[config.mk]
export PLATFORM = sky130hd
export DESIGN_NAME = brr_blend
export DESIGN_NICKNAME = d
export VERILOG_FILES = /design/src/sv/brr_pkg.sv /design/src/sv/brr_blend.sv
export SDC_FILE = /design/constraint.sdc
export NUM_CORES = 2
export LEC_CHECK = 0
export BUFFER_PORTS_ARGS = -buffer_cell sky130_fd_sc_hd__buf_2
export CAP_MARGIN = 20
export CORE_MARGIN = 2
export CORE_UTILIZATION = 60
export CTS_CLUSTER_DIAMETER = 120
export DETAILED_ROUTE_END_ITERATION = 6
export MAX_ROUTING_LAYER = met4
export PLACE_DENSITY_LB_ADDON = 0.05
export SYNTH_ARGS = -nofsm -noshare
export SYNTH_HDL_FRONTEND = slang
export SYNTH_SLANG_ARGS = --single-unit
[constraint.sdc]
create_clock -name clk_i -period 5.89 [get_ports clk_i]
set_input_delay 0.589 -clock clk_i [delete_from_list [all_inputs] [get_ports clk_i]]
set_output_delay 0.589 -clock clk_i [all_outputs]
set_load 0.02 [all_outputs]
[src/sv/brr_pkg.sv]
package brr_pkg;

  // Pixel layout: four 8-bit channels, R in the low byte up to A in the high byte.
  localparam int unsigned PIX_W  = 32;
  localparam int unsigned CH_W   = 8;
  localparam int unsigned NUM_CH = 4;

  // Fixed point of the source coordinate and the blend weights.
  localparam int unsigned FRAC_W = 16;
  localparam int unsigned WGT_W  = 8;

  // Four neighbors: top-left, top-right, bottom-left, bottom-right.
  localparam int unsigned NUM_NBR = 4;
  typedef logic [NUM_NBR-1:0][PIX_W-1:0] pix4_t;

  // Configuration register indexes.
  localparam int unsigned CFG_IDX_W = 2;
  localparam logic [CFG_IDX_W-1:0] CFG_SRC_WIDTH  = 2'd0;
  localparam logic [CFG_IDX_W-1:0] CFG_SRC_HEIGHT = 2'd1;
  localparam logic [CFG_IDX_W-1:0] CFG_DST_WIDTH  = 2'd2;
  localparam logic [CFG_IDX_W-1:0] CFG_DST_HEIGHT = 2'd3;

  // Item commands.
  localparam logic CMD_LOAD   = 1'b0;
  localparam logic CMD_SAMPLE = 1'b1;

endpackage

[src/sv/brr_blend.sv]
module brr_blend (
  input  logic                        clk_i,
  input  logic                        rst_ni,
  input  logic                        start_i,
  input  brr_pkg::pix4_t              pix_i,
  input  logic [brr_pkg::WGT_W-1:0]   wx_i,
  input  logic [brr_pkg::WGT_W-1:0]   wy_i,
  output logic                        done_o,
  output logic [brr_pkg::PIX_W-1:0]   rgba_o
);

  import brr_pkg::*;

  localparam int unsigned TW = CH_W + WGT_W;
  localparam int unsigned VW = TW + WGT_W + 1;
  localparam int unsigned RW = VW - 2 * WGT_W;
  localparam logic [RW-1:0] CH_MAX = RW'((1 << CH_W) - 1);

  logic [WGT_W:0]                nwx, nwy;
  logic [NUM_CH-1:0][TW-1:0]     top_d, bot_d;
  logic [NUM_CH-1:0][TW-1:0]     top_q, bot_q;
  logic [PIX_W-1:0]              rgba_d;
  logic [PIX_W-1:0]              rgba_q;
  logic                          vld1_q;
  logic                          done_q;

  assign nwx = (WGT_W+1)'(1 << WGT_W) - {1'b0, wx_i};
  assign nwy = (WGT_W+1)'(1 << WGT_W) - {1'b0, wy_i};

  // Horizontal pass: top and bottom rows per channel.
  always_comb begin
    logic [TW:0] t;
    logic [TW:0] b;
    for (int c = 0; c < NUM_CH; c++) begin
      t = (TW+1)'(pix_i[0][c*CH_W +: CH_W]) * (TW+1)'(nwx)
        + (TW+1)'(pix_i[1][c*CH_W +: CH_W]) * (TW+1)'(wx_i);
      b = (TW+1)'(pix_i[2][c*CH_W +: CH_W]) * (TW+1)'(nwx)
        + (TW+1)'(pix_i[3][c*CH_W +: CH_W]) * (TW+1)'(wx_i);
      top_d[c] = t[TW-1:0];
      bot_d[c] = b[TW-1:0];
    end
  end

  // Vertical pass, truncate and clamp to one channel.
  always_comb begin
    logic [VW-1:0] v;
    logic [RW-1:0] r;
    for (int c = 0; c < NUM_CH; c++) begin
      v = VW'(top_q[c]) * VW'(nwy) + VW'(bot_q[c]) * VW'(wy_i);
      r = v[VW-1:2*WGT_W];
      if (r > CH_MAX) begin
        r = CH_MAX;
      end
      rgba_d[c*CH_W +: CH_W] = r[CH_W-1:0];
    end
  end

  always_ff @(posedge clk_i or negedge rst_ni) begin
    if (!rst_ni) begin
      vld1_q <= 1'b0;
      done_q <= 1'b0;
    end else begin
      vld1_q <= start_i;
      done_q <= vld1_q;
    end
  end

  always_ff @(posedge clk_i) begin
    if (start_i) begin
      top_q <= top_d;
      bot_q <= bot_d;
    end
    if (vld1_q) begin
      rgba_q <= rgba_d;
    end
  end

  assign done_o = done_q;
  assign rgba_o = rgba_q;

endmodule

After elaboration in Yosys (flattened, before gate mapping) --
Cells that the tools add are included.
Cells by class: order comparisons 4, add/sub/neg operators 14, $mul 24
Operators with widths (number):
- 16-bit adder | 8
- 8-bit by 8-bit multiplier with 16-bit output | 8
- 8-bit by 9-bit multiplier with 16-bit output | 8
- 25-bit by 24-bit adder with 25-bit output | 4
- 16-bit by 9-bit multiplier with 25-bit output | 4
- 16-bit by 8-bit multiplier with 24-bit output | 4
- 9-bit by 8-bit greater-than comparator with 1-bit output, second input constant | 4
- 9-bit by 8-bit subtractor with 9-bit output, first input constant | 2
Word-level totals: flip-flop bits (word level) 162, input bits 147

Depth between registers and ports, before layout --
word-level depth 4, depth in mapped cells 30

Worst setup path before layout --
Ideal clock, no wire load.
kind input-to-reg, start point in wy_i[0] in the netlist's numbering, end point reg rgba_q[16] (netlist: rgba_o[16]) (data pin), required time 5630 ps, buffers on the path 4, cell stages on the path 26, data arrival time 7296 ps, library setup time 260 ps, setup slack -1666 ps, path through buf_4 -> clkbuf_1 -> clkbuf_1 -> inv_1 -> ha_1 -> xnor2_1 -> clkbuf_1 -> nand2_1 -> fa_1 -> fa_1 -> fa_1 -> inv_1 -> fa_1 -> fa_1 -> inv_1 -> fa_1 -> inv_1 -> ha_1 -> a211oi_2 -> nand2_1 -> a2111oi_4 -> o211ai_2 -> a21oi_2 -> a21oi_2 -> a21oi_4 -> mux2_4
Between the ends: cells in the longest elaborated chain, start to end 4, elaborated cells on any way between the ends 5, those cells by class 2 x add/sub; 2 x mul; 1 x order compare
RTL lines:
- from (decl) | RTL line brr_blend.sv:7 | input logic [brr_pkg::WGT_W-1:0] wy_i,
- 9-bit by 8-bit subtractor with 9-bit output | RTL line brr_blend.sv:28 | assign nwy = (WGT_W+1)'(1 << WGT_W) - {1'b0, wy_i};
- 16-bit by 9-bit multiplier with 25-bit output | RTL line brr_blend.sv:49 | v = VW'(top_q[c]) * VW'(nwy) + VW'(bot_q[c]) * VW'(wy_i);
- 25-bit by 24-bit adder with 25-bit output * | RTL line brr_blend.sv:49
- 9-bit by 8-bit greater-than comparator with 1-bit output | RTL line brr_blend.sv:51 | if (r > CH_MAX) begin
- to (signal assigned) | RTL line brr_blend.sv:74 | rgba_q <= rgba_d;
- to (decl) | RTL line brr_blend.sv:23 | logic [PIX_W-1:0] rgba_q;
Every way passes the cells marked *; elsewhere a longest branch is shown, timed or not. A chain may end at the register's enable or synchronous reset.

Final worst setup path --
start point in wy_i[4] in the netlist's numbering, end point reg rgba_q[13] (netlist: rgba_o[13]) (data pin)
The elaborated chain is that of the path after synthesis.

==> impl_results.md <==
* Global-route wire length before repair at 320000 um
* Die height at 355 um
* Clk sinks at 162
* CP arrival at a little over 7000 ps
* Routed WL at about 200000 um
* Synthesized area at 73900 um^2
* Total Routing Usage GR at 33.6%
* Tmin final at 6910 ps
* Startpoint types: input pin
* Syn avg cell area at 9.27 um^2
* Mux cell area share after synthesis at 0.117%
* Largest cells by area after synthesis: fa_1 46%, ha_1 14%, inv_1 11%
* Relative slew margins at 25.4%
* Simple-Gate Fraction of Synth Area at 16.7%
* Synth area leader: fa_1
* Clock buffer count from CTS at 17
* Crit path required time at 6130 ps
* Detailed router's first-iteration violation count at 3383
* Post-synth ARST share at 1.23%
* Slack of the critical path at -1020 ps
* Htree depth at 4
* Commonest cells after routing, fill and taps aside: 1993 x inv_1, 1640 x fa_1, 1119 x and2_1
* RSZ-0062 raised after global routing: yes
* Area grow syn2layout at 18.7%
* WL/cell at 19.1 um
* Total number of yosys warnings at 0
* Tcrit/Tclk final at 117%
* Die footprint at 126000 um^2
* Combinational family with the most area after synthesis: adder cells
* Layout Skew at 19.5 ps
* Via count at 55.3k
* Most used cell, CP: fa_1
* Clock-pin slew on the worst setup and hold paths at ~80 ps
* Dominant synthesized flop cell: edfxtp_1
* Worst Path Max Fanout at 5
* Fin nets at 11.4k
* Failing checks: negative setup slack
* HPWL after DPL at between 150000 and 200000 um
* Placer Congestion at roughly 0.94
* Hold WC Path Type: input pin to async pin
* DRC violations left at 0
* Post-synthesis xor/xnor area fraction at 2.37%
* GR Overflow Total at 0
* Core ar. at about 120000 um^2
* Root Driver: clkbuf_16
* Yosys top cell area share at between 40 and 50%
* Maxcap violations at 0
* CP Class: input pin to flip-flop
* Vias in the first global route at 59.9k
* Slew at the pin with the worst max-slew slack at 1120 ps
* Post-synthesis register bit count at 162
* Complex-gate fraction of the synthesized area at 2.52%
* TritonRoute pass-1 iters at 6
* Post-synth EDFFs at 160
* Initial core utilization at 60.6%
* Synth Net Count at about 11k
* Setup WS pre-CTS at -1760 ps
* Sequential share of the synthesized area at between 6 and 7%
* Row count at 128
* I/O pin count at 180
* Worst setup EP type: flip-flop
* Worst-Skew Late Latency at 490 ps
* Critical path's slowest cell: or4_4
* Antenna Nets Post-Route at 0
* Final setup fails at roughly 90
* Final Hold Vio Count at 0
* Yosys cell types at 71
* Clk buf depth at 2
* Most common cell after layout, fill and taps aside: inv_1
* Synth Instances at about 8k
* Share of layout cells above drive strength 1 at 19.3%
* Outcome: finished with violations
* Port bufs at about 180
* Die Wd at 355 um
* TritonCTS clock tree: done
* Largest stage delay on the critical path at 590 ps
* Vias/cell at around 5.3
* Initial antenna violation count at 22
* Adder-cell share of the synthesized area at 59.7%
* Pins over their slew limit at 0
* Largest net degree at the start of global routing at between 70 and 80
* FMAX at 0.145 GHz
stage by stage:
step / instance area [um^2] / hold slack, ps / util [%] / instances / TNS [ps]
floorplan: 75200 / 293 / - / 7969 / -36250
global placement: 83100 / 373 / 68.1 / 10200 / -105060
detailed placement: 83100 / 377 / 68.1 / 10200 / -110380
CTS: 86200 / 404 / 70.6 / 10400 / -36450
global route: 87700 / 437 / 71.9 / 10400 / -61680
finish: 87700 / 431 / 71.9 / 10400 / -47490
cell families after synthesis:
group	count (synthesis)
compound gates	271
xor+xnor	199
fa+ha+maj	2506
buf+inv	2385
flops	162
mux	8
simple gates	2438
final timing paths:
path / startpoint / to / slack [ps] / cells after the start
min reg2reg: vld1_q$_DFF_PN0_ / done_o$_DFF_PN0_ / 1060 / 0
min in group clk_i: start_i / vld1_q$_DFF_PN0_ / 450 / 1
max reg2reg: bot_q[20]$_DFFE_PP_ / rgba_o[13]$_SDFFCE_PN1P_ / -370 / 20
min: rst_ni / vld1_q$_DFF_PN0_ / 430 / 2
max: wy_i[4] / rgba_o[13]$_SDFFCE_PN1P_ / -1020 / 27
max in group asynchronous: rst_ni / vld1_q$_DFF_PN0_ / 5350 / 2
worst max-delay path, delay by kind of cell:
| kind | cells | cell delay [ps] |
|---|---|---|
| xor gates and xnor gates | 2 | 360 |
| AOI/OAI and AO/OA | 6 | 1220 |
| adders and majority gates | 7 | 3120 |
| and+or+nand+nor | 4 | 1070 |
| buffers and inverters | 8 | 760 |
registers in the layout, indices dropped and copies added (netlist names):
signal and flops:
bot_q 64, top_q 64, rgba_o 32, done_o 1, vld1_q 1
layout make-up:
| type | count | area [um^2] |
|---|---|---|
| Timing Repair Buffer | 1101 | 9070 |
| Clock inverter | 15 | 166 |
| Antenna cell | 19 | 47.5 |
| Multi-Input combinational cell | 5423 | 63300 |
| Clock buffer | 17 | 425 |
| Sequential cell | 162 | 4860 |
| Fill cell | 9345 | 34300 |
| Tap cell | 1625 | 2030 |
| Inverter | 2080 | 7840 |
Yosys cell counts, types with 9 or more instances:
master / number
a211oi_1: 19
a21o_1: 33
a21oi_1: 86
a31oi_1: 10
and2_1: 1140
and3_1: 9
buf_1: 77
clkbuf_1: 224
edfxtp_1: 160
fa_1: 1696
ha_1: 810
inv_1: 2080
nand2_1: 1097
nand3_1: 25
nand4_1: 16
nor2_1: 67
nor2b_1: 10
nor3_1: 32
o21a_1: 10
o21ai_0: 31
o21bai_1: 13
o31ai_1: 11
or2_2: 9
or3_1: 17
xnor2_1: 150
xor2_1: 48
metal layers:
layer	GRT usage, %	routed length [um]	vias to the layer above
met5	-	0	-
met4	7.53	4550	0
met3	4.37	14500	268
met2	54.1	96600	1789
met1	46.0	84200	28400
li1	-	-	24800
timing repair:
action | CTS | global route
gates resized for setup | 357 | 261
hold buffers | 1 | 0
endpoints found under the setup margin | 92 | 95
buffers inserted | 111 | 65
pin swaps | 294 | 270
cloned | 3 | 8
hold endpoints to repair | 2 | 0
Power is not shown: default switching activity piles up to over one toggle a cycle in this logic, so the estimate is an artifact.
