**src/sv/brr_pkg.sv**
```systemverilog
package brr_pkg;

  // Pixel layout: four 8-bit channels, R in the low byte up to A in the high byte.
  localparam int unsigned PIX_W  = 32;
  localparam int unsigned CH_W   = 8;
  localparam int unsigned NUM_CH = 4;

  // Fixed point of the source coordinate and the blend weights.
  localparam int unsigned FRAC_W = 16;
  localparam int unsigned WGT_W  = 8;

  // Four neighbors: top-left, top-right, bottom-left, bottom-right.
  localparam int unsigned NUM_NBR = 4;
  typedef logic [NUM_NBR-1:0][PIX_W-1:0] pix4_t;

  // Configuration register indexes.
  localparam int unsigned CFG_IDX_W = 2;
  localparam logic [CFG_IDX_W-1:0] CFG_SRC_WIDTH  = 2'd0;
  localparam logic [CFG_IDX_W-1:0] CFG_SRC_HEIGHT = 2'd1;
  localparam logic [CFG_IDX_W-1:0] CFG_DST_WIDTH  = 2'd2;
  localparam logic [CFG_IDX_W-1:0] CFG_DST_HEIGHT = 2'd3;

  // Item commands.
  localparam logic CMD_LOAD   = 1'b0;
  localparam logic CMD_SAMPLE = 1'b1;

endpackage

```
**src/sv/brr_div.sv**
```systemverilog
module brr_div #(
  parameter int unsigned NW = 34,
  parameter int unsigned DW = 10,
  parameter int unsigned QW = 25
) (
  input  logic          clk_i,
  input  logic          rst_ni,
  input  logic          start_i,
  input  logic [NW-1:0] num_i,
  input  logic [DW-1:0] den_i,
  output logic          done_o,
  output logic [QW-1:0] quo_o
);

  // Restoring divider, one quotient bit per cycle. The caller guarantees
  // num_i < den_i << QW, so the upper quotient bits are zero and skipped.
  localparam int unsigned CNT_W = $clog2(QW);

  logic [DW-1:0]    rem_q, rem_d;
  logic [QW-1:0]    sh_q, sh_d;
  logic [DW-1:0]    den_q;
  logic [CNT_W-1:0] cnt_q;
  logic             busy_q;
  logic             done_q;
  logic [DW:0]      cand;
  logic [DW:0]      diff;
  logic             ge;

  always_comb begin
    cand = {rem_q, sh_q[QW-1]};
    diff = cand - {1'b0, den_q};
    ge   = (cand >= {1'b0, den_q});
    rem_d = ge ? diff[DW-1:0] : cand[DW-1:0];
    sh_d  = {sh_q[QW-2:0], ge};
  end

  always_ff @(posedge clk_i or negedge rst_ni) begin
    if (!rst_ni) begin
      busy_q <= 1'b0;
      done_q <= 1'b0;
      cnt_q  <= '0;
    end else begin
      // pulse done for one cycle after the last quotient bit
      done_q <= !start_i && busy_q && (cnt_q == CNT_W'(QW - 1));
      if (start_i) begin
        busy_q <= 1'b1;
        cnt_q  <= '0;
      end else if (busy_q) begin
        cnt_q <= cnt_q + 1'b1;
        if (cnt_q == CNT_W'(QW - 1)) begin
          busy_q <= 1'b0;
        end
      end
    end
  end

  always_ff @(posedge clk_i) begin
    if (start_i) begin
      rem_q <= DW'(num_i[NW-1:QW]);
      sh_q  <= num_i[QW-1:0];
      den_q <= den_i;
    end else if (busy_q) begin
      rem_q <= rem_d;
      sh_q  <= sh_d;
    end
  end

  assign done_o = done_q;
  assign quo_o  = sh_q;

endmodule

```
**src/sv/brr_axis.sv**
```systemverilog
module brr_axis #(
  parameter int unsigned MAX_SIDE = 256
) (
  input  logic                          clk_i,
  input  logic                          rst_ni,
  input  logic                          start_i,
  input  logic [$clog2(MAX_SIDE)-1:0]   coord_i,
  input  logic [$clog2(MAX_SIDE):0]     src_i,
  input  logic [$clog2(MAX_SIDE):0]     dst_i,
  output logic                          done_o,
  output logic [$clog2(MAX_SIDE)-1:0]   i0_o,
  output logic [$clog2(MAX_SIDE)-1:0]   i1_o,
  output logic [brr_pkg::WGT_W-1:0]     w_o
);

  import brr_pkg::*;

  localparam int unsigned CW = $clog2(MAX_SIDE);
  localparam int unsigned SW = CW + 1;
  localparam int unsigned NW = 2 * SW + FRAC_W;
  localparam int unsigned DW = SW + 1;
  localparam int unsigned QW = SW + FRAC_W;
  localparam logic [QW-1:0] HALF = QW'(1) << (FRAC_W - 1);

  logic [2*SW-1:0] prod;
  logic [NW-1:0]   num;
  logic [DW-1:0]   den;
  logic            div_done;
  logic [QW-1:0]   quo;
  logic [QW-1:0]   s;
  logic [SW-1:0]   ip;
  logic [SW-1:0]   last;
  logic [SW-1:0]   ip_cl;
  logic [SW-1:0]   nxt;
  logic [SW-1:0]   i1;
  logic            done_q;
  logic [CW-1:0]   i0_q, i1_q;
  logic [WGT_W-1:0] w_q;

  // (2d+1)*src scaled by 2^16, over 2*dst.
  assign prod = (2*SW)'({coord_i, 1'b1}) * (2*SW)'(src_i);
  assign num  = {prod, {FRAC_W{1'b0}}};
  assign den  = {dst_i, 1'b0};

  brr_div #(
    .NW (NW),
    .DW (DW),
    .QW (QW)
  ) u_div (
    .clk_i   (clk_i),
    .rst_ni  (rst_ni),
    .start_i (start_i),
    .num_i   (num),
    .den_i   (den),
    .done_o  (div_done),
    .quo_o   (quo)
  );

  // Shift by half a pixel, clamp below at 0, clamp both neighbors to the edge.
  always_comb begin
    s     = (quo >= HALF) ? (quo - HALF) : '0;
    ip    = s[QW-1:FRAC_W];
    last  = src_i - 1'b1;
    ip_cl = (ip > last) ? last : ip;
    nxt   = ip_cl + 1'b1;
    i1    = (nxt < src_i) ? nxt : last;
  end

  always_ff @(posedge clk_i or negedge rst_ni) begin
    if (!rst_ni) begin
      done_q <= 1'b0;
    end else begin
      done_q <= div_done;
    end
  end

  always_ff @(posedge clk_i) begin
    if (div_done) begin
      i0_q <= ip_cl[CW-1:0];
      i1_q <= i1[CW-1:0];
      w_q  <= s[FRAC_W-1:FRAC_W-WGT_W];
    end
  end

  assign done_o = done_q;
  assign i0_o   = i0_q;
  assign i1_o   = i1_q;
  assign w_o    = w_q;

endmodule

```
**config.mk**
```make
export PLATFORM = sky130hd
export DESIGN_NAME = brr_axis
export DESIGN_NICKNAME = d
export VERILOG_FILES = /design/src/sv/brr_pkg.sv /design/src/sv/brr_div.sv /design/src/sv/brr_axis.sv
export SDC_FILE = /design/constraint.sdc
export NUM_CORES = 1
export LEC_CHECK = 0
export BUFFER_PORTS_ARGS = -buffer_cell sky130_fd_sc_hd__buf_2
export CORE_ASPECT_RATIO = 2
export CORE_MARGIN = 2
export CORE_UTILIZATION = 35
export DETAILED_ROUTE_END_ITERATION = 8
export PLACE_DENSITY = 0.54
export SYNTH_ARGS = -nofsm -noshare
export SYNTH_HDL_FRONTEND = slang
export SYNTH_SLANG_ARGS = --single-unit
```
**constraint.sdc**
```tcl
create_clock -name clk_i -period 6.68 [get_ports clk_i]
set_clock_uncertainty 0.2 [all_clocks]
set_input_delay 2.004 -clock clk_i [delete_from_list [all_inputs] [get_ports clk_i]]
set_output_delay 2.004 -clock clk_i [all_outputs]
set_load 0.02 [all_outputs]
```
## After elaboration in Yosys (flattened, before gate mapping)

Index checks and enable logic that the tools add are counted.

| storage, ports and cells | value |
|---|---|
| register bits after elaboration | 76 |
| latch bits | 0 |
| bits in writable memories | 0 |
| bits in read-only memories | 0 |
| bits of input ports | 29 |
| output and inout bits | 25 |
| logic and storage cells | 40 |
| memories kept | 0 |

| operators by class | value |
|---|---|
| $add $sub $neg | 5 |
| multipliers | 1 |
| div/mod/pow operators | 0 |
| $lt $le $gt $ge | 4 |
| equal/unequal tests | 1 |
| shift operators | 0 |
| multiplexer cells | 13 |
| bitwise operators | 0 |
| reduce and logical (&&, ||, !) cells | 4 |

Operator list:

| cell | count |
|---|---|
| $mux W25 | 3 |
| $mux W9 | 3 |
| $ge A25 B16 Y1 const B | 1 |
| $sub A25 B16 Y25 const B | 1 |
| $mul A9 B9 Y18 | 1 |
| $ge A11 B10 Y1 | 1 |
| $mux W10 | 1 |
| $mux W5 | 2 |
| $sub A10 B10 Y10 | 1 |
| $add A9 B1 Y9 const B | 1 |
| $gt A9 B9 Y1 | 1 |
| $lt A9 B9 Y1 | 1 |
| $sub A9 B1 Y9 const B | 1 |
| $mux W8 | 1 |
| $add A5 B1 Y5 const B | 1 |
| $eq A5 B5 Y1 const B | 1 |
| $mux W1 | 3 |
| $logic_and A1 B1 Y1 | 2 |
| $reduce_bool A2 Y1 | 1 |
| $logic_not A1 Y1 | 1 |

## Logic depth before layout (Yosys ltp)

| depth | value |
|---|---|
| word-level depth | 7 |
| depth in mapped cells | 24 |
| depth with buffers taken out | 22 |

## Modules after synthesis

Synthesis repeated with hierarchy kept, for this count alone.

| unflattened totals | value |
|---|---|
| cells, all modules | 693 |
| area, all modules | 7185.6 µm² |

By module, submodules not included:

| module | times used | cells an instance | area each (µm²) | seq. area each (µm²) |
|---|---|---|---|---|
| brr_axis | 1 | 487 | 4488.1 | 745.7 |
| brr_div | 1 | 206 | 2697.6 | 1516.5 |

## Least setup slack after synthesis

No wires, ideal clock.

| timing path | value |
|---|---|
| path type | input port to flip-flop |
| from | in src_i[4] |
| to | reg i1_q[1] (netlist: i1_o[1]) (data pin) |
| setup time | 0.260 ns |
| arrival time | 6.587 ns |
| data required time | 6.220 ns |
| path slack | -0.366 ns |
| cell stages on the path | 21 |
| path buffers | 2 |
| cells stage by stage | clkbuf_1 > nor4_1 > nand4_1 > xnor2_1 > ha_1 > nand4_1 > a211oi_1 > a2111oi_0 > a41oi_2 > clkbuf_1 > mux2_2 > ha_1 > xor2_1 > ha_1 > a21o_1 > a21o_1 > a21oi_1 > nor2b_1 > o31ai_2 > a21oi_4 > mux2_2 |

| on the way | value |
|---|---|
| cells in the longest elaborated chain, start to end | 6 |

RTL lines:

| what | RTL line | text |
|---|---|---|
| from (decl) | brr_axis.sv:8 | `input logic [$clog2(MAX_SIDE):0] src_i,` |
| $sub A9 B1 Y9 * | brr_axis.sv:63 | `last = src_i - 1'b1;` |
| $gt A9 B9 Y1 * | brr_axis.sv:64 | `ip_cl = (ip > last) ? last : ip;` |
| $mux W9 * | brr_axis.sv:64 |  |
| via ip_cl[1] | brr_axis.sv:33 | `logic [SW-1:0] ip_cl;` |
| $add A9 B1 Y9 * | brr_axis.sv:65 | `nxt = ip_cl + 1'b1;` |
| $lt A9 B9 Y1 | brr_axis.sv:66 | `i1 = (nxt < src_i) ? nxt : last;` |
| $mux W8 * | brr_axis.sv:66 |  |
| via i1[1] | brr_axis.sv:35 | `logic [SW-1:0] i1;` |
| to (signal assigned) | brr_axis.sv:80 | `i1_q <= i1[CW-1:0];` |
| to (decl) | brr_axis.sv:37 | `logic [CW-1:0] i0_q, i1_q;` |

Mark *: on every way through the listed nets, which the timed path passes. The rest lies on a longest branch.
A chain may end at the register's enable or synchronous reset.

## Worst setup path in the final report

| timing path | value |
|---|---|
| from | in src_i[4] |
| to | reg i1_q[4] (netlist: i1_o[4]) (data pin) |

Same word-level chain as after synthesis.

==> qor.csv <==
metric,value,unit
outcome,finished clean,
max-slew violations,0,
Fin Setup TNS,0,ns
Net Sw Power,1.242,mW
Mean Syn Cell Area,9.807,µm²
gr ovfl total,0,
combinational power share,61.6,%
all-layer global routing usage,16.77,%
Yosys reg bits,76,
share of cells above drive strength 1,20.45,%
Layout Nets,941,
"critical path fanouts, max",8,
synthesized area,6855,µm²
"Clk Latency, worst-skew pair",0.34,ns
vias in the first global route,5482,
Arrival @ worst endpoint,6.44,ns
Max Buffers Root-to-Sink,2,
Int Power,1.896,mW
VDD IR max,0.0001504,V
drt drc,0,
post-route minimum period,6.542,ns
synth unique cells,55,
initial DRC count,173,
Leak,3.981,nW
io pins,54,
period utilization,97.94,%
Antenna diodes,0,
pwr dens,381.3,nW/µm²
H-tree Lvls,3,
Max Clock Freq,152.9,MHz
pre-CTS setup slack,-0.2546,ns
Setup crit start kind,input port,
die width,103.0,µm
max_cap viols,0,
Post-synth ARST share,10.53,%
Post-DP HPWL,13.62,mm
"EDFF count, synth",51,
Placed Cells,1034,
"most common cell after layout, fill and taps aside",inv_1,
Finish-stage setup viols,0,
TritonRoute pass-1 iters,4,
Syn-to-layout area delta,20.04,%
first-pass GRT wire length,26.65,mm
Post-DRT Antenna Nets,0,
Post-Synthesis Cells,699,
"Primary FF master, synth",edfxtp_1,
most frequent cells in the layout,"103 x inv_1, 76 x nand2_1, 67 x ha_1",
Min-Delay Path Class,register to register,
Worst slew margin,30.74,%
initial antenna violation count,0,
RSZ-0062 raised after global routing,yes,
die area,20790,µm²
post-DR wirelength/cell,15.76,µm
vias per cell,4.873,
row cnt,72,
total CTS buffers,9,
yosys warns,0,
post-route setup slack,0.1376,ns
worst path required time,6.58,ns
Seq pwr share,21.8,%
core box area,19280,µm²
Die Ht,201.9,µm
GP Congestion,0.8697,
largest net degree at the start of global routing,37,
"Reg clk slew, reported paths",0.07,ns
count of final hold-check violations,0,
Root Driver,clkbuf_16,
Switching Fraction,39.58,%
CTS tree,built,
Post-Route WL,16.65,mm
"Seq/Total Area, Yosys",30.22,%
Worst-Margin Slew,1.039,ns
crit path kind,input port to register,
vias,5146,
Fill cells,1938,
fin cells,1056,
CP Capture Type,register,
syn nets,848,
Initial Util,35.56,%
part of the power in the clock network,16.6,%
clock sink count,76,
hold buffers post-CTS,0,
PortBufs,53,
-- sequential cells by signal (all words and copies together) (netlist names) --
| name | cells |
|---|---|
| u_div.cnt_q | 5 |
| w_o | 8 |
| i0_o | 8 |
| done_o | 1 |
| u_div.busy_q | 1 |
| i1_o | 8 |
| u_div.done_o | 1 |
| u_div.rem_q | 10 |
| u_div.den_q | 9 |
| u_div.quo_o | 25 |
-- power groups by stage --
stage	Sequential (mW)	Combinational [mW]	Clock, mW
floorplan	0.670	1.33	0
global route	0.689	2.17	0.550
global placement	0.694	1.83	0
CTS	0.683	1.85	0.536
finish	0.683	1.93	0.521
detailed placement	0.693	1.83	0
-- final cells by class --
| type | instances | area (µm²) | area share (%) |
|---|---|---|---|
| Multi-Input combinational cell | 493 | 4419 | 53.70 |
| Sequential cell | 76 | 2072 | 25.18 |
| Timing Repair Buffer | 109 | 705.7 | 8.575 |
| Inverter | 103 | 386.6 | 4.698 |
| Tap cell | 259 | 324.1 | 3.938 |
| Clock buffer | 11 | 275.3 | 3.345 |
| Clock inverter | 5 | 46.29 | 0.5626 |
-- cells by family (layout without fill, tap and decap cells) --
family          Yosys count  in the layout  share of synthesized area (%)
mux                      49             49                          7.574
xor+xnor                 43             43                          5.494
fa+ha+maj               120            120                          27.49
buf+inv                 130            228                          7.155
simple gates            211            211                          14.89
flops                    76             76                          30.22
compound gates           70             70                          7.173
-- per-stage QoR --
stage	power [mW]	utilization, %	hold slack (ns)	instance area (µm²)
after detailed placement	2.526	40.21	0.2698	7752
after global routing	3.411	42.69	0.3098	8229
after floorplan	2.005	-	0.2467	6917
final	3.138	42.69	0.2748	8229
after CTS	3.066	41.88	0.2793	8074
after global placement	2.521	40.21	0.2614	7752
-- Yosys cell counts, types with 2 or more instances --
master	instances	area share (%)
a21o_1	8	0.88
o21a_1	3	0.33
edfxtp_1	51	22
buf_2	2	0.15
o21ai_0	18	1.3
dfxtp_1	17	5.0
fa_1	51	15
inv_1	103	5.6
dfrtp_1	8	2.9
xor2_1	10	1.3
and3_1	3	0.27
clkbuf_1	21	1.1
nor4_1	5	0.46
nand3_1	8	0.58
xnor2_1	33	4.2
ha_1	69	13
a21oi_1	16	1.2
nor2b_1	12	1.1
nor2_1	47	2.6
a211oi_1	3	0.33
buf_1	4	0.22
o31ai_1	2	0.22
nand4_1	6	0.55
mux2_2	13	2.1
and2_1	26	2.4
o211ai_1	2	0.22
nand2_1	76	4.2
or2_2	3	0.27
o21bai_1	3	0.33
nor3_1	8	0.58
nand3b_1	3	0.33
or4_1	2	0.22
and4_1	2	0.26
mux2i_1	35	5.1
nand2b_1	3	0.27
a21boi_0	2	0.22
o41ai_1	3	0.38
-- critical path, stage by stage --
cell       delay, ns
buf_8           0.10
nor4_4          0.37
nand4_1         0.22
xnor2_2         0.21
ha_1            0.32
nand4_1         0.15
a211oi_2        0.32
a2111oi_4       0.10
a41oi_4         0.33
buf_6           0.19
mux2_4          0.33
xor2_2          0.19
ha_1            0.31
a21o_1          0.16
a21o_1          0.16
a21oi_2         0.12
nor2b_1         0.06
o31ai_2         0.30
a21oi_4         0.16
mux2_4          0.32
-- what timing repair did --
item                                    in CTS  in global routing
endpoints found under the setup margin       0                  8
buffers inserted                             0                  6
endpoints found under the hold margin        0                  0
resized for setup                            0                 19
-- layer usage --
layer,GRT usage (%),up-vias,share of wire [%]
li1,-,2494,-
met1,14.84,2520,32
met2,34.23,88,61
met3,1.833,44,1.9
met4,8.882,0,4.9
met5,0,-,0
-- path summary, 6_finish.rpt --
check                           startpoint             end  slack [ns]  depth (start not counted)
setup / recovery                  src_i[4]         i1_o[4]        0.14                         20
hold / removal              u_div.rem_q[9]  u_div.rem_q[9]        0.27                          2
setup reg to reg           u_div.quo_o[20]         i1_o[4]        0.64                         20
hold reg to reg             u_div.rem_q[9]  u_div.rem_q[9]        0.27                          2
max in group asynchronous           rst_ni    u_div.busy_q        4.83                          1
min in group asynchronous           rst_ni  u_div.cnt_q[0]        1.29                          1
(Power assumes the default switching activity.)
